$ cat src/rtl/bpg_pkg.sv
`timescale 1ns / 1ps

package bpg_pkg;

	// Field and register widths
	localparam int RAW_W = 13;
	localparam int MV_W = 16;
	localparam int PCT_W = 7;
	localparam int POINT_W = 23;
	localparam int CFG_IDX_W = 3;
	localparam int FULL_POINTS = 6;

	// Parameter defaults
	localparam int HISTORY_DEPTH_DEF = 8;
	localparam int TABLE_POINTS_DEF = 6;

	// Shared multiplier: 16 x 13 bits
	localparam int PROD_W = MV_W + RAW_W;

	// Shared divider: 32 / 16, four quotient bits per cycle
	localparam int DIV_N_W = 32;
	localparam int DIV_D_W = 16;
	localparam int DIV_STEP = 4;
	localparam int DIV_ITERS = DIV_N_W / DIV_STEP;
	localparam int DIV_CNT_W = $clog2(DIV_ITERS);

	localparam logic [MV_W-1:0] MV_MAX = '1;
	localparam logic [PCT_W-1:0] PCT_FULL = 7'd100;
	localparam logic [PCT_W-1:0] PCT_EMPTY = 7'd0;

	// Register reset values
	localparam logic [MV_W-1:0] MULT_RST = 16'd2;
	localparam logic [MV_W-1:0] DIVISOR_RST = 16'd1;
	localparam logic [FULL_POINTS-1:0][POINT_W-1:0] POINT_RST = {
		23'd3300, 23'd658960, 23'd1969830, 23'd3608330, 23'd5246880, 23'd6557800
	};

	typedef enum logic [CFG_IDX_W-1:0] {
		REG_SCALE_MULT,
		REG_SCALE_DIV,
		REG_POINT_0,
		REG_POINT_1,
		REG_POINT_2,
		REG_POINT_3,
		REG_POINT_4,
		REG_POINT_5
	} reg_idx_t;

	typedef struct packed {
		logic [MV_W-1:0] mult;
		logic [MV_W-1:0] divisor;
		logic [FULL_POINTS-1:0][POINT_W-1:0] point;
	} cfg_t;

	typedef enum logic [1:0] {
		DIV_SCALE,
		DIV_INTERP
	} div_sel_t;

	typedef enum logic [3:0] {
		S_IDLE,
		S_SMUL,
		S_SDIV,
		S_SWAIT,
		S_SCALE,
		S_FILL,
		S_RD,
		S_UPD,
		S_AVG,
		S_SEG,
		S_IMUL,
		S_IDIV,
		S_IWAIT,
		S_FIN,
		S_OUT
	} state_t;

	typedef struct packed {
		logic take_in;
		logic mul_scale;
		logic mul_interp;
		logic div_start;
		div_sel_t div_sel;
		logic take_scale;
		logic fill;
		logic ring_read;
		logic ring_update;
		logic avg_load;
		logic seg_load;
		logic fin;
		logic load_out;
	} cmd_t;

	typedef struct packed {
		logic div_busy;
		logic div_done;
		logic fill_last;
		logic seg_direct;
	} status_t;

	function automatic logic [MV_W-1:0] point_mv(input logic [POINT_W-1:0] p);
		return p[MV_W-1:0];
	endfunction

	function automatic logic [PCT_W-1:0] point_pct(input logic [POINT_W-1:0] p);
		return p[POINT_W-1:MV_W];
	endfunction

endpackage

$ cat src/rtl/bpg_intf.sv
`timescale 1ns / 1ps

interface bpg_sample_if;
	logic valid;
	logic ready;
	logic [bpg_pkg::RAW_W-1:0] reading_mv;

	modport source (output valid, output reading_mv, input ready);
	modport sink (input valid, input reading_mv, output ready);
endinterface

interface bpg_result_if;
	logic valid;
	logic ready;
	logic [bpg_pkg::PCT_W-1:0] charge_percent;
	logic [bpg_pkg::MV_W-1:0] latest_scaled_mv;

	modport source (output valid, output charge_percent, output latest_scaled_mv, input ready);
	modport sink (input valid, input charge_percent, input latest_scaled_mv, output ready);
endinterface

interface bpg_cfg_if;
	logic valid;
	logic ready;
	logic [bpg_pkg::CFG_IDX_W-1:0] index;
	logic [bpg_pkg::POINT_W-1:0] data;

	modport source (output valid, output index, output data, input ready);
	modport sink (input valid, input index, input data, output ready);
endinterface

$ cat src/rtl/bpg_ram.sv
`timescale 1ns / 1ps

module bpg_ram #(
	parameter int WIDTH = bpg_pkg::MV_W,
	parameter int DEPTH = bpg_pkg::HISTORY_DEPTH_DEF,
	localparam int ADDR_W = (DEPTH > 1) ? $clog2(DEPTH) : 1
) (
	input  logic              clk,
	input  logic              we,
	input  logic [ADDR_W-1:0] waddr,
	input  logic [WIDTH-1:0]  wdata,
	input  logic              re,
	input  logic [ADDR_W-1:0] raddr,
	output logic [WIDTH-1:0]  rdata
);

	logic [WIDTH-1:0] mem_q [DEPTH];
	logic [WIDTH-1:0] rdata_q;

	always_ff @(posedge clk) begin
		if (we) begin
			mem_q[waddr] <= wdata;
		end
		if (re) begin
			rdata_q <= mem_q[raddr];
		end
	end

	assign rdata = rdata_q;

endmodule

$ cat src/rtl/bpg_div.sv
`timescale 1ns / 1ps

module bpg_div (
	input  logic                        clk,
	input  logic                        arst_n,
	input  logic                        start,
	input  logic [bpg_pkg::DIV_N_W-1:0] dividend,
	input  logic [bpg_pkg::DIV_D_W-1:0] divisor,
	output logic                        busy,
	output logic                        done,
	output logic [bpg_pkg::DIV_N_W-1:0] quotient
);

	logic [bpg_pkg::DIV_N_W-1:0]   dvd_q;
	logic [bpg_pkg::DIV_D_W-1:0]   dsr_q;
	logic [bpg_pkg::DIV_D_W-1:0]   rem_q;
	logic [bpg_pkg::DIV_CNT_W-1:0] cnt_q;
	logic                          busy_q;
	logic                          done_q;

	logic [bpg_pkg::DIV_N_W-1:0]   dvd_nxt;
	logic [bpg_pkg::DIV_D_W-1:0]   rem_nxt;
	logic [bpg_pkg::DIV_D_W:0]     trial;

	// Restoring division; quotient bits shift in at the bottom of the dividend
	always_comb begin
		dvd_nxt = dvd_q;
		rem_nxt = rem_q;
		trial = '0;
		for (int k = 0; k < bpg_pkg::DIV_STEP; k++) begin
			trial = {rem_nxt, dvd_nxt[bpg_pkg::DIV_N_W-1]};
			dvd_nxt = {dvd_nxt[bpg_pkg::DIV_N_W-2:0], 1'b0};
			if (trial >= {1'b0, dsr_q}) begin
				trial = trial - {1'b0, dsr_q};
				dvd_nxt[0] = 1'b1;
			end
			rem_nxt = trial[bpg_pkg::DIV_D_W-1:0];
		end
	end

	always_ff @(posedge clk or negedge arst_n) begin
		if (!arst_n) begin
			busy_q <= 1'b0;
			done_q <= 1'b0;
			cnt_q <= '0;
		end else begin
			done_q <= 1'b0;
			if (start) begin
				busy_q <= 1'b1;
				cnt_q <= '0;
			end else if (busy_q) begin
				cnt_q <= cnt_q + 1'b1;
				if (cnt_q == bpg_pkg::DIV_CNT_W'(bpg_pkg::DIV_ITERS - 1)) begin
					busy_q <= 1'b0;
					done_q <= 1'b1;
				end
			end
		end
	end

	always_ff @(posedge clk) begin
		if (start) begin
			dvd_q <= dividend;
			dsr_q <= divisor;
			rem_q <= '0;
		end else if (busy_q) begin
			dvd_q <= dvd_nxt;
			rem_q <= rem_nxt;
		end
	end

	assign busy = busy_q;
	assign done = done_q;
	assign quotient = dvd_q;

endmodule

$ cat src/rtl/bpg_dp.sv
`timescale 1ns / 1ps

module bpg_dp #(
	parameter int HISTORY_DEPTH = bpg_pkg::HISTORY_DEPTH_DEF,
	parameter int TABLE_POINTS = bpg_pkg::TABLE_POINTS_DEF
) (
	input  logic                      clk,
	input  logic                      arst_n,
	input  bpg_pkg::cmd_t             cmd,
	output bpg_pkg::status_t          status,
	input  bpg_pkg::cfg_t             cfg,
	input  logic [bpg_pkg::RAW_W-1:0] reading_mv,
	output logic [bpg_pkg::PCT_W-1:0] charge_percent,
	output logic [bpg_pkg::MV_W-1:0]  latest_scaled_mv
);

	localparam int PTR_W = (HISTORY_DEPTH > 1) ? $clog2(HISTORY_DEPTH) : 1;
	localparam int CNT_W = $clog2(HISTORY_DEPTH + 1);
	localparam int SUM_W = bpg_pkg::MV_W + $clog2(HISTORY_DEPTH);
	localparam int LAST = TABLE_POINTS - 1;
	localparam int MV_W = bpg_pkg::MV_W;
	localparam int PCT_W = bpg_pkg::PCT_W;

	// Average by reciprocal multiply: ceil(2^AVG_SH / depth) gives the exact floor
	// for every sum the ring can hold
	localparam int RCP_W = SUM_W + 1;
	localparam int AVG_SH = SUM_W + $clog2(HISTORY_DEPTH);
	localparam int APROD_W = SUM_W + RCP_W;
	localparam logic [RCP_W-1:0] AVG_RCP =
		RCP_W'(((64'd1 << AVG_SH) + 64'(HISTORY_DEPTH - 1)) / 64'(HISTORY_DEPTH));

	logic [bpg_pkg::RAW_W-1:0]   raw_q;
	logic [bpg_pkg::PROD_W-1:0]  prod_q;
	logic [MV_W-1:0]             v_q;
	logic [SUM_W-1:0]            sum_q;
	logic [PTR_W-1:0]            wp_q;
	logic [CNT_W-1:0]            fill_cnt_q;
	logic [MV_W-1:0]             avg_q;
	logic [MV_W-1:0]             off_q;
	logic [MV_W-1:0]             span_q;
	logic [PCT_W-1:0]            pl_q;
	logic [PCT_W-1:0]            pdiff_q;
	logic                        rise_q;
	logic [PCT_W-1:0]            pct_q;
	logic [PCT_W-1:0]            pct_out_q;
	logic [MV_W-1:0]             mv_out_q;

	logic [MV_W-1:0]             mul_a;
	logic [bpg_pkg::RAW_W-1:0]   mul_b;
	logic [bpg_pkg::DIV_N_W-1:0] div_n;
	logic [bpg_pkg::DIV_D_W-1:0] div_d;
	logic [bpg_pkg::DIV_N_W-1:0] quot;
	logic                        div_busy;
	logic                        div_done;

	logic [PTR_W-1:0]            wp_nxt;
	logic                        ram_we;
	logic [PTR_W-1:0]            ram_waddr;
	logic [MV_W-1:0]             ram_rdata;

	logic [APROD_W-1:0]          avg_prod;
	logic [MV_W-1:0]             avg;
	logic [MV_W-1:0]             seg_vh;
	logic [MV_W-1:0]             seg_vl;
	logic [PCT_W-1:0]            seg_ph;
	logic [PCT_W-1:0]            seg_pl;
	logic                        seg_found;
	logic                        seg_top;
	logic                        seg_bottom;

	logic [PCT_W:0]              q8;
	logic [PCT_W:0]              r8;

	// Shared multiplier: scale product, then interpolation product
	assign mul_a = cmd.mul_interp ? off_q : cfg.mult;
	assign mul_b = cmd.mul_interp ? bpg_pkg::RAW_W'(pdiff_q) : raw_q;

	assign avg_prod = APROD_W'(sum_q) * APROD_W'(AVG_RCP);

	always_ff @(posedge clk) begin
		if (cmd.take_in) begin
			raw_q <= reading_mv;
		end
		if (cmd.mul_scale || cmd.mul_interp) begin
			prod_q <= bpg_pkg::PROD_W'(mul_a) * bpg_pkg::PROD_W'(mul_b);
		end
		if (cmd.avg_load) begin
			avg_q <= avg_prod[AVG_SH +: MV_W];
		end
	end

	always_comb begin
		div_n = bpg_pkg::DIV_N_W'(prod_q);
		div_d = cfg.divisor;
		case (cmd.div_sel)
			bpg_pkg::DIV_SCALE: begin
				div_n = bpg_pkg::DIV_N_W'(prod_q);
				div_d = cfg.divisor;
			end
			bpg_pkg::DIV_INTERP: begin
				div_n = bpg_pkg::DIV_N_W'(prod_q);
				div_d = span_q;
			end
			default: begin
				div_n = bpg_pkg::DIV_N_W'(prod_q);
				div_d = cfg.divisor;
			end
		endcase
	end

	bpg_div u_div (
		.clk      (clk),
		.arst_n   (arst_n),
		.start    (cmd.div_start),
		.dividend (div_n),
		.divisor  (div_d),
		.busy     (div_busy),
		.done     (div_done),
		.quotient (quot)
	);

	// Saturate the scaled reading; a zero divisor reads as full scale
	always_ff @(posedge clk) begin
		if (cmd.take_scale) begin
			if (cfg.divisor == '0 || |quot[bpg_pkg::DIV_N_W-1:MV_W]) begin
				v_q <= bpg_pkg::MV_MAX;
			end else begin
				v_q <= quot[MV_W-1:0];
			end
		end
	end

	// History ring
	assign wp_nxt = (wp_q == PTR_W'(HISTORY_DEPTH - 1)) ? '0 : wp_q + 1'b1;
	assign ram_we = cmd.fill || cmd.ring_update;
	assign ram_waddr = cmd.fill ? fill_cnt_q[PTR_W-1:0] : wp_q;

	bpg_ram #(
		.WIDTH (MV_W),
		.DEPTH (HISTORY_DEPTH)
	) u_ring (
		.clk   (clk),
		.we    (ram_we),
		.waddr (ram_waddr),
		.wdata (v_q),
		.re    (cmd.ring_read),
		.raddr (wp_nxt),
		.rdata (ram_rdata)
	);

	always_ff @(posedge clk or negedge arst_n) begin
		if (!arst_n) begin
			sum_q <= '0;
			wp_q <= '0;
			fill_cnt_q <= '0;
		end else begin
			if (cmd.fill) begin
				sum_q <= sum_q + SUM_W'(v_q);
				fill_cnt_q <= fill_cnt_q + 1'b1;
			end
			if (cmd.ring_read) begin
				wp_q <= wp_nxt;
			end
			if (cmd.ring_update) begin
				sum_q <= sum_q - SUM_W'(ram_rdata) + SUM_W'(v_q);
			end
		end
	end

	// Segment search over the breakpoints in use; the highest segment wins
	assign avg = avg_q;

	always_comb begin
		seg_found = 1'b0;
		seg_vh = bpg_pkg::point_mv(cfg.point[0]);
		seg_vl = bpg_pkg::point_mv(cfg.point[1]);
		seg_ph = bpg_pkg::point_pct(cfg.point[0]);
		seg_pl = bpg_pkg::point_pct(cfg.point[1]);
		for (int i = bpg_pkg::FULL_POINTS - 2; i >= 0; i--) begin
			if (i < LAST) begin
				if (avg <= bpg_pkg::point_mv(cfg.point[i]) &&
						avg > bpg_pkg::point_mv(cfg.point[i+1])) begin
					seg_found = 1'b1;
					seg_vh = bpg_pkg::point_mv(cfg.point[i]);
					seg_vl = bpg_pkg::point_mv(cfg.point[i+1]);
					seg_ph = bpg_pkg::point_pct(cfg.point[i]);
					seg_pl = bpg_pkg::point_pct(cfg.point[i+1]);
				end
			end
		end
	end

	assign seg_top = avg >= bpg_pkg::point_mv(cfg.point[0]);
	assign seg_bottom = avg <= bpg_pkg::point_mv(cfg.point[LAST]);

	// Finish the interpolation: rising or falling percent within the segment
	assign q8 = quot[PCT_W:0];

	always_comb begin
		if (rise_q) begin
			r8 = {1'b0, pl_q} + q8;
		end else if (q8 >= {1'b0, pl_q}) begin
			r8 = '0;
		end else begin
			r8 = {1'b0, pl_q} - q8;
		end
	end

	always_ff @(posedge clk) begin
		if (cmd.seg_load) begin
			pct_q <= seg_top ? bpg_pkg::PCT_FULL : bpg_pkg::PCT_EMPTY;
			off_q <= avg - seg_vl;
			span_q <= seg_vh - seg_vl;
			pl_q <= seg_pl;
			rise_q <= seg_ph >= seg_pl;
			pdiff_q <= (seg_ph >= seg_pl) ? seg_ph - seg_pl : seg_pl - seg_ph;
		end
		if (cmd.fin) begin
			pct_q <= (r8 > {1'b0, bpg_pkg::PCT_FULL}) ? bpg_pkg::PCT_FULL : r8[PCT_W-1:0];
		end
		if (cmd.load_out) begin
			pct_out_q <= pct_q;
			mv_out_q <= v_q;
		end
	end

	assign status.div_busy = div_busy;
	assign status.div_done = div_done;
	assign status.fill_last = fill_cnt_q == CNT_W'(HISTORY_DEPTH - 1);
	assign status.seg_direct = seg_top || seg_bottom || !seg_found;

	assign charge_percent = pct_out_q;
	assign latest_scaled_mv = mv_out_q;

endmodule

$ cat src/rtl/bpg_ctrl.sv
`timescale 1ns / 1ps

module bpg_ctrl (
	input  logic             clk,
	input  logic             arst_n,
	input  logic             sample_valid,
	output logic             sample_ready,
	output logic             result_valid,
	input  logic             result_ready,
	output bpg_pkg::cmd_t    cmd,
	input  bpg_pkg::status_t status
);

	bpg_pkg::state_t state_q;
	bpg_pkg::state_t state_d;
	logic            primed_q;
	logic            out_valid_q;
	logic            out_free;

	assign out_free = !out_valid_q || result_ready;

	always_comb begin
		state_d = state_q;
		case (state_q)
			bpg_pkg::S_IDLE: begin
				if (sample_valid) state_d = bpg_pkg::S_SMUL;
			end
			bpg_pkg::S_SMUL:  state_d = bpg_pkg::S_SDIV;
			bpg_pkg::S_SDIV:  state_d = bpg_pkg::S_SWAIT;
			bpg_pkg::S_SWAIT: begin
				if (status.div_done) state_d = bpg_pkg::S_SCALE;
			end
			bpg_pkg::S_SCALE: state_d = primed_q ? bpg_pkg::S_RD : bpg_pkg::S_FILL;
			bpg_pkg::S_FILL: begin
				if (status.fill_last) state_d = bpg_pkg::S_AVG;
			end
			bpg_pkg::S_RD:    state_d = bpg_pkg::S_UPD;
			bpg_pkg::S_UPD:   state_d = bpg_pkg::S_AVG;
			bpg_pkg::S_AVG:   state_d = bpg_pkg::S_SEG;
			bpg_pkg::S_SEG:   state_d = status.seg_direct ? bpg_pkg::S_OUT : bpg_pkg::S_IMUL;
			bpg_pkg::S_IMUL:  state_d = bpg_pkg::S_IDIV;
			bpg_pkg::S_IDIV:  state_d = bpg_pkg::S_IWAIT;
			bpg_pkg::S_IWAIT: begin
				if (status.div_done) state_d = bpg_pkg::S_FIN;
			end
			bpg_pkg::S_FIN:   state_d = bpg_pkg::S_OUT;
			bpg_pkg::S_OUT: begin
				if (out_free) state_d = bpg_pkg::S_IDLE;
			end
			default:          state_d = bpg_pkg::S_IDLE;
		endcase
	end

	always_comb begin
		cmd = '0;
		cmd.div_sel = bpg_pkg::DIV_SCALE;
		case (state_q)
			bpg_pkg::S_IDLE:  cmd.take_in = sample_valid;
			bpg_pkg::S_SMUL:  cmd.mul_scale = 1'b1;
			bpg_pkg::S_SDIV:  cmd.div_start = 1'b1;
			bpg_pkg::S_SCALE: cmd.take_scale = 1'b1;
			bpg_pkg::S_FILL:  cmd.fill = 1'b1;
			bpg_pkg::S_RD:    cmd.ring_read = 1'b1;
			bpg_pkg::S_UPD:   cmd.ring_update = 1'b1;
			bpg_pkg::S_AVG:   cmd.avg_load = 1'b1;
			bpg_pkg::S_SEG:   cmd.seg_load = 1'b1;
			bpg_pkg::S_IMUL:  cmd.mul_interp = 1'b1;
			bpg_pkg::S_IDIV: begin
				cmd.div_start = 1'b1;
				cmd.div_sel = bpg_pkg::DIV_INTERP;
			end
			bpg_pkg::S_FIN:   cmd.fin = 1'b1;
			bpg_pkg::S_OUT:   cmd.load_out = out_free;
			default:          cmd.take_in = 1'b0;
		endcase
	end

	always_ff @(posedge clk or negedge arst_n) begin
		if (!arst_n) begin
			state_q <= bpg_pkg::S_IDLE;
			primed_q <= 1'b0;
			out_valid_q <= 1'b0;
		end else begin
			state_q <= state_d;
			if (state_q == bpg_pkg::S_FILL && status.fill_last) begin
				primed_q <= 1'b1;
			end
			if (cmd.load_out) begin
				out_valid_q <= 1'b1;
			end else if (result_ready) begin
				out_valid_q <= 1'b0;
			end
		end
	end

	assign sample_ready = state_q == bpg_pkg::S_IDLE;
	assign result_valid = out_valid_q;

	a_div_start_idle: assert property (@(posedge clk) disable iff (!arst_n)
		cmd.div_start |-> !status.div_busy)
		else $error("divider restarted while busy");

	a_no_overwrite: assert property (@(posedge clk) disable iff (!arst_n)
		cmd.load_out |-> (!out_valid_q || result_ready))
		else $error("output register overwritten before its beat was taken");

	a_primed_holds: assert property (@(posedge clk) disable iff (!arst_n)
		!$fell(primed_q))
		else $error("primed flag dropped");

	a_fill_once: assert property (@(posedge clk) disable iff (!arst_n)
		cmd.fill |-> !primed_q)
		else $error("history fill after priming");

	a_update_after_read: assert property (@(posedge clk) disable iff (!arst_n)
		cmd.ring_update |-> $past(cmd.ring_read))
		else $error("ring update without its read");

endmodule

$ cat src/rtl/battery_percent_gauge.sv
// Path: when the average falls inside a segment, the result goes through the interpolation;
//   when it lands on or beyond either end of the table or between unordered points, the interpolation is skipped.
// The first reading after reset fills every ring entry instead of reading and updating a single entry.
// One reading at a time: the next beat is taken in the cycle after the result loads, and the
//   divider runs once to scale each reading and, inside a segment, once more to interpolate.
// Reset (arst_n low, asynchronous): clear control state and reload register defaults.
`timescale 1ns / 1ps

module battery_percent_gauge #(
	parameter int HISTORY_DEPTH = bpg_pkg::HISTORY_DEPTH_DEF,
	parameter int TABLE_POINTS = bpg_pkg::TABLE_POINTS_DEF
) (
	input logic          clk,
	input logic          arst_n,
	bpg_sample_if.sink   sample,
	bpg_result_if.source result,
	bpg_cfg_if.sink      cfg
);

	// Configuration registers. Writes must land only while the gauge is idle; the block itself
	// does not enforce this. They feed the datapath directly with no shadow copy.
	bpg_pkg::cfg_t    cfg_q;

	// Controller and datapath talk only through these two groups
	bpg_pkg::cmd_t    cmd;
	bpg_pkg::status_t status;

	// The register file never stalls a write beat
	assign cfg.ready = 1'b1;

	always_ff @(posedge clk or negedge arst_n) begin
		if (!arst_n) begin
			cfg_q.mult <= bpg_pkg::MULT_RST;
			cfg_q.divisor <= bpg_pkg::DIVISOR_RST;
			cfg_q.point <= bpg_pkg::POINT_RST;
		end else if (cfg.valid) begin
			// Each breakpoint packs millivolts low and percent high
			case (bpg_pkg::reg_idx_t'(cfg.index))
				bpg_pkg::REG_SCALE_MULT: cfg_q.mult <= cfg.data[bpg_pkg::MV_W-1:0];
				bpg_pkg::REG_SCALE_DIV:  cfg_q.divisor <= cfg.data[bpg_pkg::MV_W-1:0];
				bpg_pkg::REG_POINT_0:    cfg_q.point[0] <= cfg.data;
				bpg_pkg::REG_POINT_1:    cfg_q.point[1] <= cfg.data;
				bpg_pkg::REG_POINT_2:    cfg_q.point[2] <= cfg.data;
				bpg_pkg::REG_POINT_3:    cfg_q.point[3] <= cfg.data;
				bpg_pkg::REG_POINT_4:    cfg_q.point[4] <= cfg.data;
				bpg_pkg::REG_POINT_5:    cfg_q.point[5] <= cfg.data;
				default:                 cfg_q.mult <= cfg_q.mult;
			endcase
		end
	end

	// Sequencer: accept a beat, scale it, update the ring (fill it on the first
	// reading), average, search the table, interpolate inside a segment, park the result.
	bpg_ctrl u_ctrl (
		.clk          (clk),
		.arst_n       (arst_n),
		.sample_valid (sample.valid),
		.sample_ready (sample.ready),
		.result_valid (result.valid),
		.result_ready (result.ready),
		.cmd          (cmd),
		.status       (status)
	);

	// Datapath: shared multiplier and divider, history ring, breakpoint search,
	// and the output register that holds a finished beat while the next
	// reading is already being accepted.
	bpg_dp #(
		.HISTORY_DEPTH (HISTORY_DEPTH),
		.TABLE_POINTS  (TABLE_POINTS)
	) u_dp (
		.clk              (clk),
		.arst_n           (arst_n),
		.cmd              (cmd),
		.status           (status),
		.cfg              (cfg_q),
		.reading_mv       (sample.reading_mv),
		.charge_percent   (result.charge_percent),
		.latest_scaled_mv (result.latest_scaled_mv)
	);

endmodule
$ cat src/flat_wrapper.sv
// flat-port wrapper written by rule: the top's interface ports become plain ports
module battery_percent_gauge_flat 
#(
	parameter int HISTORY_DEPTH = bpg_pkg::HISTORY_DEPTH_DEF,
	parameter int TABLE_POINTS = bpg_pkg::TABLE_POINTS_DEF
)
  (clk, arst_n, sample_valid, sample_reading_mv, sample_ready, result_valid, result_charge_percent, result_latest_scaled_mv, result_ready, cfg_valid, cfg_index, cfg_data, cfg_ready);
  bpg_sample_if sample_i ();
  bpg_result_if result_i ();
  bpg_cfg_if cfg_i ();
  input logic clk;
  input logic arst_n;
  input wire logic [$bits(sample_i.valid)-1:0] sample_valid;
  input wire logic [$bits(sample_i.reading_mv)-1:0] sample_reading_mv;
  output wire logic [$bits(sample_i.ready)-1:0] sample_ready;
  output wire logic [$bits(result_i.valid)-1:0] result_valid;
  output wire logic [$bits(result_i.charge_percent)-1:0] result_charge_percent;
  output wire logic [$bits(result_i.latest_scaled_mv)-1:0] result_latest_scaled_mv;
  input wire logic [$bits(result_i.ready)-1:0] result_ready;
  input wire logic [$bits(cfg_i.valid)-1:0] cfg_valid;
  input wire logic [$bits(cfg_i.index)-1:0] cfg_index;
  input wire logic [$bits(cfg_i.data)-1:0] cfg_data;
  output wire logic [$bits(cfg_i.ready)-1:0] cfg_ready;
  assign sample_i.valid = sample_valid;
  assign sample_i.reading_mv = sample_reading_mv;
  assign sample_ready = sample_i.ready;
  assign result_valid = result_i.valid;
  assign result_charge_percent = result_i.charge_percent;
  assign result_latest_scaled_mv = result_i.latest_scaled_mv;
  assign result_i.ready = result_ready;
  assign cfg_i.valid = cfg_valid;
  assign cfg_i.index = cfg_index;
  assign cfg_i.data = cfg_data;
  assign cfg_ready = cfg_i.ready;
  battery_percent_gauge #(.HISTORY_DEPTH(HISTORY_DEPTH), .TABLE_POINTS(TABLE_POINTS)) u_core (.clk(clk), .arst_n(arst_n), .sample(sample_i), .result(result_i), .cfg(cfg_i));
endmodule
$ cat config.mk
export PLATFORM = sky130hd
export DESIGN_NAME = battery_percent_gauge_flat
export DESIGN_NICKNAME = d
export VERILOG_FILES = /design/src/rtl/bpg_pkg.sv /design/src/rtl/bpg_intf.sv /design/src/rtl/bpg_ram.sv /design/src/rtl/bpg_div.sv /design/src/rtl/bpg_dp.sv /design/src/rtl/bpg_ctrl.sv /design/src/rtl/battery_percent_gauge.sv /design/src/flat_wrapper.sv
export SDC_FILE = /design/constraint.sdc
export NUM_CORES = 2
export LEC_CHECK = 0
export ABC_AREA = 1
export BUFFER_PORTS_ARGS = -buffer_cell sky130_fd_sc_hd__buf_2
export CAP_MARGIN = 10
export CORE_ASPECT_RATIO = 1.75
export CORE_MARGIN = 10
export CORE_UTILIZATION = 30
export CTS_BUF_LIST = sky130_fd_sc_hd__clkbuf_2
export CTS_CLUSTER_DIAMETER = 50
export DETAILED_ROUTE_END_ITERATION = 6
export HOLD_SLACK_MARGIN = 0.1
export PLACE_DENSITY_LB_ADDON = 0.1
export SETUP_SLACK_MARGIN = 0.05
export SLEW_MARGIN = 20
export SYNTH_ARGS = -nofsm -noshare
export SYNTH_HDL_FRONTEND = slang
export SYNTH_SLANG_ARGS = --single-unit
$ cat constraint.sdc
create_clock -name clk -period 8.65 [get_ports clk]
set_input_delay 2.595 -clock clk [delete_from_list [all_inputs] [get_ports clk]]
set_output_delay 2.595 -clock clk [all_outputs]
set_load 0.05 [all_outputs]
# ---- Yosys cells after proc, flatten, opt, wreduce, memory -nomap -nowiden
# Memory sizes are Yosys's and may differ from the RTL's. A register that Yosys moved wholly into a read port is not among the register bits.
# Index checks and enable logic that the tools add are counted.
dict set report word_totals {
  elab_cells 214
  mem_bits_rw 128
  out_inout_bits 26
  mem_count 1
  in_bits 44
  register_bits 422
}
# name depth word_bits rd rd_clocked_by_memory_dff write_ports line_no
set memory_table {}
lappend memory_table {u_core.u_dp.u_ring.mem_q 8 16 1 1 1 bpg_ram.sv:17} ;# logic [WIDTH-1:0] mem_q [DEPTH];
dict set report classes {
  n_eq_ne 30
  mul 1
  order_cmp 19
  addsub 16
  reduce_logical 32
  n_mux 82
}
# cell n
set op_table {}
lappend op_table {{2-to-1 mux 16 bit} 16}
lappend op_table {{2-to-1 mux 7 bit} 15}
lappend op_table {{<= comparator 16 bit} 6}
lappend op_table {{subtractor 16 bit} 6}
lappend op_table {{greater-than comparator 16 bit} 5}
lappend op_table {{>= comparator 17 x 16 -> 1 bit} 4}
lappend op_table {{case mux 4 bit (15 select lines)} 1}
lappend op_table {{2-to-1 mux 29 bit} 2}
lappend op_table {{adder 19 x 16 -> 19 bit} 2}
lappend op_table {{2-to-1 mux 19 bit} 2}
lappend op_table {{2-to-1 mux 1 bit} 32}
lappend op_table {{multiplier 16 x 13 -> 29 bit} 1}
lappend op_table {{== test 4 bit (second input constant)} 7}
lappend op_table {{== test 4 x 3 -> 1 bit (second input constant)} 5}
lappend op_table {{2-to-1 mux 4 bit} 5}
lappend op_table {{subtractor 19 x 16 -> 19 bit} 1}
lappend op_table {{== test 3 bit (second input constant)} 6}
lappend op_table {{>= comparator 16 bit} 1}
lappend op_table {{zero test 16 bit} 1}
lappend op_table {{2-to-1 mux 8 bit} 2}
lappend op_table {{AND reduction 2 bit} 8}
lappend op_table {{OR reduction 16 bit} 1}
lappend op_table {{2-to-1 mux 3 bit} 5}
lappend op_table {{subtractor 7 bit} 2}
lappend op_table {{23 further kinds} 44}

# ---- Depth between registers and ports, before layout
dict set report depth {
  word_depth 11
  ltp_mapped 54
  ltp_nobuf 51
}

# ---- Modules after synthesis
# Synthesis repeated with hierarchy kept, for this count alone.
dict set report hier_totals {
  hier_cells 5313
  hier_area_um2 42872.4
}
# mod cells_per_inst instances area_per_inst_um2 seq_area_each_um2
set modules_own_cells {}
lappend modules_own_cells {bpg_dp 2895 1 22706.8 5185.0}
lappend modules_own_cells {bpg_div 972 1 6759.0 1886.8}
lappend modules_own_cells {battery_percent_gauge 762 1 6706.4 4317.9}
lappend modules_own_cells {bpg_ram 587 1 6149.6 4324.1}
lappend modules_own_cells {bpg_ctrl 97 1 550.5 150.1}

# ---- Worst setup path after synthesis
# No wires, ideal clock.
dict set report synth_timing {
  path_type {register to register}
  startpoint {register u_core.u_dp.u_div.dsr_q[1] (netlist name)}
  endpoint {register u_core.u_dp.u_div.dvd_q (netlist bit u_core.u_dp.u_div.quotient[0]), data pin}
  n_path_buf 4
  slack_ns 1.279
  synth_period_minus_slack_ns 7.371
  t_arrival_ns 7.099
  stages_incl_launch_ff 49
  cell_sequence {edfxtp_1 inv_1 ha_1 nand2_1 nor2_1 nand2_1 nand3_2 nand2_2 nand2_2 nand2_4 nand2_4 buf_2 nor2_1 a21oi_1 ha_1 a21o_1 a21oi_1 nand2_1 [13 not listed] o2111ai_1 nand2_1 nor3b_4 clkbuf_1 nand3_1 nand2_1 inv_1 ha_1 nand2_1 a21oi_1 a211oi_1 nand2_1 nand3_1 nand4_1 a21oi_1 a21boi_4 buf_6 a31oi_1}
}
dict set report synth_between {
  elab_chain_len 10
  elab_cells_between_ends 13
  classes_between {add/sub: 3; order compare: 4; mux: 6}
}
# element line_no
set synth_lines {}
lappend synth_lines {{start: declaration} bpg_div.sv:15} ;# logic [bpg_pkg::DIV_D_W-1:0] dsr_q;
lappend synth_lines {{start signal: assignment} bpg_div.sv:64} ;# dsr_q <= divisor;
lappend synth_lines {{subtractor 16 bit or >= comparator 17 x 16 -> 1 bit (tied branches)} {bpg_div.sv:34, bpg_div.sv:33}}
lappend synth_lines {{2-to-1 mux 16 bit} bpg_div.sv:33} ;# if (trial >= {1'b0, dsr_q}) begin
lappend synth_lines {{subtractor 16 bit or >= comparator 17 x 16 -> 1 bit (tied branches)} {bpg_div.sv:34, bpg_div.sv:33}}
lappend synth_lines {{2-to-1 mux 16 bit} bpg_div.sv:33}
lappend synth_lines {{subtractor 16 bit or >= comparator 17 x 16 -> 1 bit (tied branches)} {bpg_div.sv:34, bpg_div.sv:33}}
lappend synth_lines {{2-to-1 mux 16 bit} bpg_div.sv:33}
lappend synth_lines {{>= comparator 17 x 16 -> 1 bit (*)} bpg_div.sv:33}
lappend synth_lines {{2-to-1 mux 1 bit (*)} bpg_div.sv:33}
lappend synth_lines {{2-to-1 mux 29 bit (*)} bpg_div.sv:66} ;# end else if (busy_q) begin
lappend synth_lines {{2-to-1 mux 29 bit (*)} bpg_div.sv:62} ;# if (start) begin
lappend synth_lines {{end signal: assignment} bpg_div.sv:63} ;# dvd_q <= dividend;
lappend synth_lines {{end signal: assignment} bpg_div.sv:67} ;# dvd_q <= dvd_nxt;
lappend synth_lines {{end: declaration} bpg_div.sv:14} ;# logic [bpg_pkg::DIV_N_W-1:0] dvd_q;
# Every way passes the cells marked *; elsewhere a longest branch is shown, timed or not. The select of a mux whose other input is x is not followed.
# A chain may end at the register's enable or synchronous reset.

# ---- Final worst setup path
dict set report layout_timing {
  startpoint {register u_core.u_dp.u_div.dsr_q[6] (netlist name)}
  endpoint {register u_core.u_dp.u_div.rem_q[14] (netlist name)}
}
dict set report layout_between {
  elab_chain_len 8
  elab_cells_between_ends 12
  classes_between {add/sub: 4; order compare: 4; mux: 4}
}
# element line_no
set layout_lines {}
lappend layout_lines {{subtractor 16 bit or >= comparator 17 x 16 -> 1 bit (tied branches)} {bpg_div.sv:34, bpg_div.sv:33}}
lappend layout_lines {{2-to-1 mux 16 bit} bpg_div.sv:33}
lappend layout_lines {{subtractor 16 bit or >= comparator 17 x 16 -> 1 bit (tied branches)} {bpg_div.sv:34, bpg_div.sv:33}}
lappend layout_lines {{2-to-1 mux 16 bit} bpg_div.sv:33}
lappend layout_lines {{subtractor 16 bit or >= comparator 17 x 16 -> 1 bit (tied branches)} {bpg_div.sv:34, bpg_div.sv:33}}
lappend layout_lines {{2-to-1 mux 16 bit} bpg_div.sv:33}
lappend layout_lines {{subtractor 16 bit or >= comparator 17 x 16 -> 1 bit (tied branches)} {bpg_div.sv:34, bpg_div.sv:33}}
lappend layout_lines {{2-to-1 mux 16 bit (*)} bpg_div.sv:33}
lappend layout_lines {{end signal: assignment} bpg_div.sv:68} ;# rem_q <= rem_nxt;
lappend layout_lines {{end: declaration} bpg_div.sv:16} ;# logic [bpg_pkg::DIV_D_W-1:0] rem_q;
# Every way passes the cells marked *; elsewhere a longest branch is shown, timed or not.

==> reports/summary.txt <==
Outcome -> finished, final reports clean
Critical path type -> register to register
CTS buffer count -> 149
RSZ-0062 raised after global routing -> no
CTS tree -> yes
Placed Cells incl. Taps -> 6653
CP delay by family, top -> simple AND/OR/NAND/NOR gates
Worst-path clk slew -> 0.12 ns
Vias per cell -> 4.822
Count of different cell masters after synthesis -> 64
Syn nets -> 5367
Chip width -> 298.3 microns
Layout Cells excl Fill -> 6929
Fin util -> 33.60%
VDD IR max -> 0.0003475 V
Fraction of layout cells with a size suffix above 1 -> 11.14%
Min-delay worst type -> register to register
EDFF count, synth -> 340
Grt total ovfl -> 0
Initial core utilization -> 30.23%
I/O Pins -> 70
Row count -> 178
TritonCTS sink count -> 566
Max Cap Violations -> 0
Final hold violation count -> 0
Final setup viols -> 0
Placer Congestion -> 0.9246
Synth Area per Inst -> 8.453 sq um
CP bufs+invs -> 10
Post-layout minimum cycle time -> 8.015 ns
P_leak -> 21.40 nW
Total wire length -> 154700 microns
Area leader, netlist -> edfxtp_1
Multi-input combinational cell area -> 0.02156 sq mm
Final net count -> 5562
Period utilisation layout -> 92.65%
Filler instances -> 14480
Die area -> 0.1512 sq mm
Worst Path Arrival -> 9.39 ns
Worst path most repeated cell -> nand2_1
TritonRoute pass-1 iters -> 5
Slew Viols, Final -> 0
Hpwl dp -> 122100 microns
ANT nets after route -> 0
Synthesized instance count -> 4810
Relative slew slack -> 26.23%
Post-Syn Area -> 0.04066 sq mm
Via count -> 33410
PwrDens -> 253.2 mW/mm^2
Largest net degree at the start of global routing -> 125
Worst-skew pair later-pin latency -> 1.58 ns
Clock skew -> 0.1516 ns
Area added between synthesis and finish -> 11.16%
Die Height -> 507.0 microns
Total negative slack -> 0 ns
Ys Warns -> 0
CP Launch Type -> register
DRC -> 0
Tot GR Track Use -> 20.21%
Top post-synthesis cells by area -> edfxtp_1 (25%), nand2_1 (11%), ha_1 (10%), dfrtp_1 (9.6%), fa_1 (8.9%)
Max stage delay on crit path -> 0.39 ns
Root buffer cell -> clkbuf_2
H-tree depth -> 4
CP required -> 10.02 ns
Post-synthesis sequential area ratio -> 38.94%
Prevailing post-synth register cell -> edfxtp_1
Hold buffer count at cts -> 0
Worst path slowest cell -> edfxtp_1
Tightest Pin Transition -> 1.095 ns
Routed length per instance -> 22.32 microns
Synth async-reset ratio -> 36.57%
Total Power -> 11.44 mW
Crit. End Element -> register
DRT iter0 DRCs -> 1822
First-pass GRT wire length -> 225900 microns
Fmax -> 124.8 MHz
Yosys top cell area share -> 25.11%
Maximum clock path buffer count -> 3
Core Area -> 0.1345 sq mm
PortBufs -> 68
Vias in the first global route -> 34510
Initial antenna violation count -> 7
Seq. cell area -> 0.01584 sq mm
#FFs+latches synth -> 566
CP Max Fanout -> 24
-- area by class of cell --
cell class	count	area share, %
Multi-Input combinational cell	3356	47.70
Sequential cell	566	35.03
Inverter	744	6.184
Tap cell	1800	4.983
Timing Repair Buffer	188	2.879
Clock buffer	222	2.458
Clock inverter	48	0.7363
Antenna cell	5	0.02768
-- registers in the layout, indices dropped and copies added, names as in the netlist, 4 cells and up --
register / count
u_core.cfg_q: 170
u_core.u_ctrl.state_q: 4
u_core.u_dp.avg: 16
u_core.u_dp.charge_percent: 7
u_core.u_dp.fill_cnt_q: 4
u_core.u_dp.latest_scaled_mv: 16
u_core.u_dp.off_q: 16
u_core.u_dp.pct_q: 7
u_core.u_dp.pdiff_q: 7
u_core.u_dp.pl_q: 7
u_core.u_dp.prod_q: 29
u_core.u_dp.raw_q: 13
u_core.u_dp.span_q: 16
u_core.u_dp.sum_q: 19
u_core.u_dp.u_div.dsr_q: 16
u_core.u_dp.u_div.quotient: 32
u_core.u_dp.u_div.rem_q: 16
u_core.u_dp.u_ring.mem_q: 128
u_core.u_dp.u_ring.rdata: 16
u_core.u_dp.v_q: 16
-- stage by stage --
| stage | cell area [sq um] | hold WS [ns] | setup WS (ns) |
|---|---|---|---|
| after CTS | 45120 | 0.4499 | 0.3323 |
| after global routing | 45200 | 0.4934 | 0.05845 |
| final | 45200 | 0.4586 | 0.6354 |
| after floorplan | 40660 | 0.4003 | 1.279 |
| after global placement | 43680 | 0.4590 | 0.4976 |
| after detailed placement | 43680 | 0.4649 | 0.3874 |
-- cell usage after synthesis, types with 5 or more instances --
cell      instances
o21a_1            6
clkbuf_1        116
nor4_1           12
nand4_1          34
fa_1            181
xnor2_1          51
o21ai_1          18
nand3b_1         10
o22ai_1          10
nor2_1          285
edfxtp_1        340
a21oi_2           5
xor2_1           68
or2_2            13
a21boi_0          8
dfrtp_1         156
nor3_1           23
o221ai_1         35
a21o_1           14
nand2_2           5
nand3_1         180
inv_2             5
ha_1            332
o21bai_1         33
nand2_1        1162
dfstp_2          51
a21oi_1         283
o31ai_1           9
o21ai_0         457
o211ai_1         15
a211oi_1          5
buf_2            15
a31o_2            8
buf_1             9
dfxtp_1          19
inv_1           734
a31oi_1          51
-- worst register-to-register path: cells and delay by family (launching register included) --
kind,cells,cell delay [ns]
buffers and inverters,10,1.15
DFF,1,0.39
xor gates and xnor gates,1,0.14
AOI/OAI and AO/OA,9,1.73
adders and majority gates,4,1.24
and+or+nand+nor,28,3.20
-- layout by cell type, fill, tap and decap left out, types with 51 or more instances in the layout --
cell type,count
nand2_1,1159
inv_1,732
o21ai_0,448
edfxtp_1,340
ha_1,331
nor2_1,278
a21oi_1,278
clkbuf_2,222
fa_1,181
nand3_1,179
dfrtp_1,155
buf_4,116
xor2_1,68
buf_2,67
xnor2_1,51
a31oi_1,51
dfstp_2,51
-- power breakdown --
group          switching, mW  internal [mW]
clock network           1.29          0.820
logic                   3.75           2.11
registers              0.141           3.33
-- cell families (layout without fill, tap and decap cells) --
family / after synthesis / in the layout / share of synthesized area [%]
DFF: 566 / 566 / 38.94
AOI/OAI and AO/OA: 976 / 976 / 13.40
xor gates and xnor gates: 119 / 119 / 2.563
muxes: 4 / 4 / 0.1077
adders and majority gates: 513 / 513 / 19.13
buffers and inverters: 888 / 1202 / 8.305
other: 1 / 6 / 0.009223
and+or+nand+nor: 1743 / 1743 / 17.55
-- final timing paths --
kind	to	from	depth (start not counted)	slack [ns]
max in group asynchronous	u_core.u_dp.wp_q[0]$_DFFE_PN0P_	arst_n	2	6.18
setup / recovery	u_core.u_dp.u_div.rem_q[14]$_SDFFE_PN0P_	u_core.u_dp.u_div.dsr_q[6]$_DFFE_PN_	52	0.64
hold reg to reg	u_core.u_dp.u_div.quotient[5]$_DFFE_PP_	u_core.u_dp.prod_q[5]$_DFFE_PP_	2	0.46
hold / removal	u_core.u_dp.u_div.quotient[5]$_DFFE_PP_	u_core.u_dp.prod_q[5]$_DFFE_PP_	2	0.46
setup reg to reg	u_core.u_dp.u_div.rem_q[14]$_SDFFE_PN0P_	u_core.u_dp.u_div.dsr_q[6]$_DFFE_PN_	52	0.64
min in group asynchronous	u_core.cfg_q[124]$_DFFE_PN0P_	arst_n	1	1.06
-- routing by layer --
layer	up-vias	GRT usage [%]	part of all wire, %
met2	716	40.19	56
met5	-	0	0.0084
li1	16360	-	-
met1	16000	19.14	34
met3	326	2.413	2.7
met4	2	12.93	6.8
-- timing repair --
item	4_1_cts	5_1_grt
setup endpoints to repair	0	17
resized for setup	0	21
buffers inserted	0	1
No activity file was read; power rests on OpenSTA's default activity.
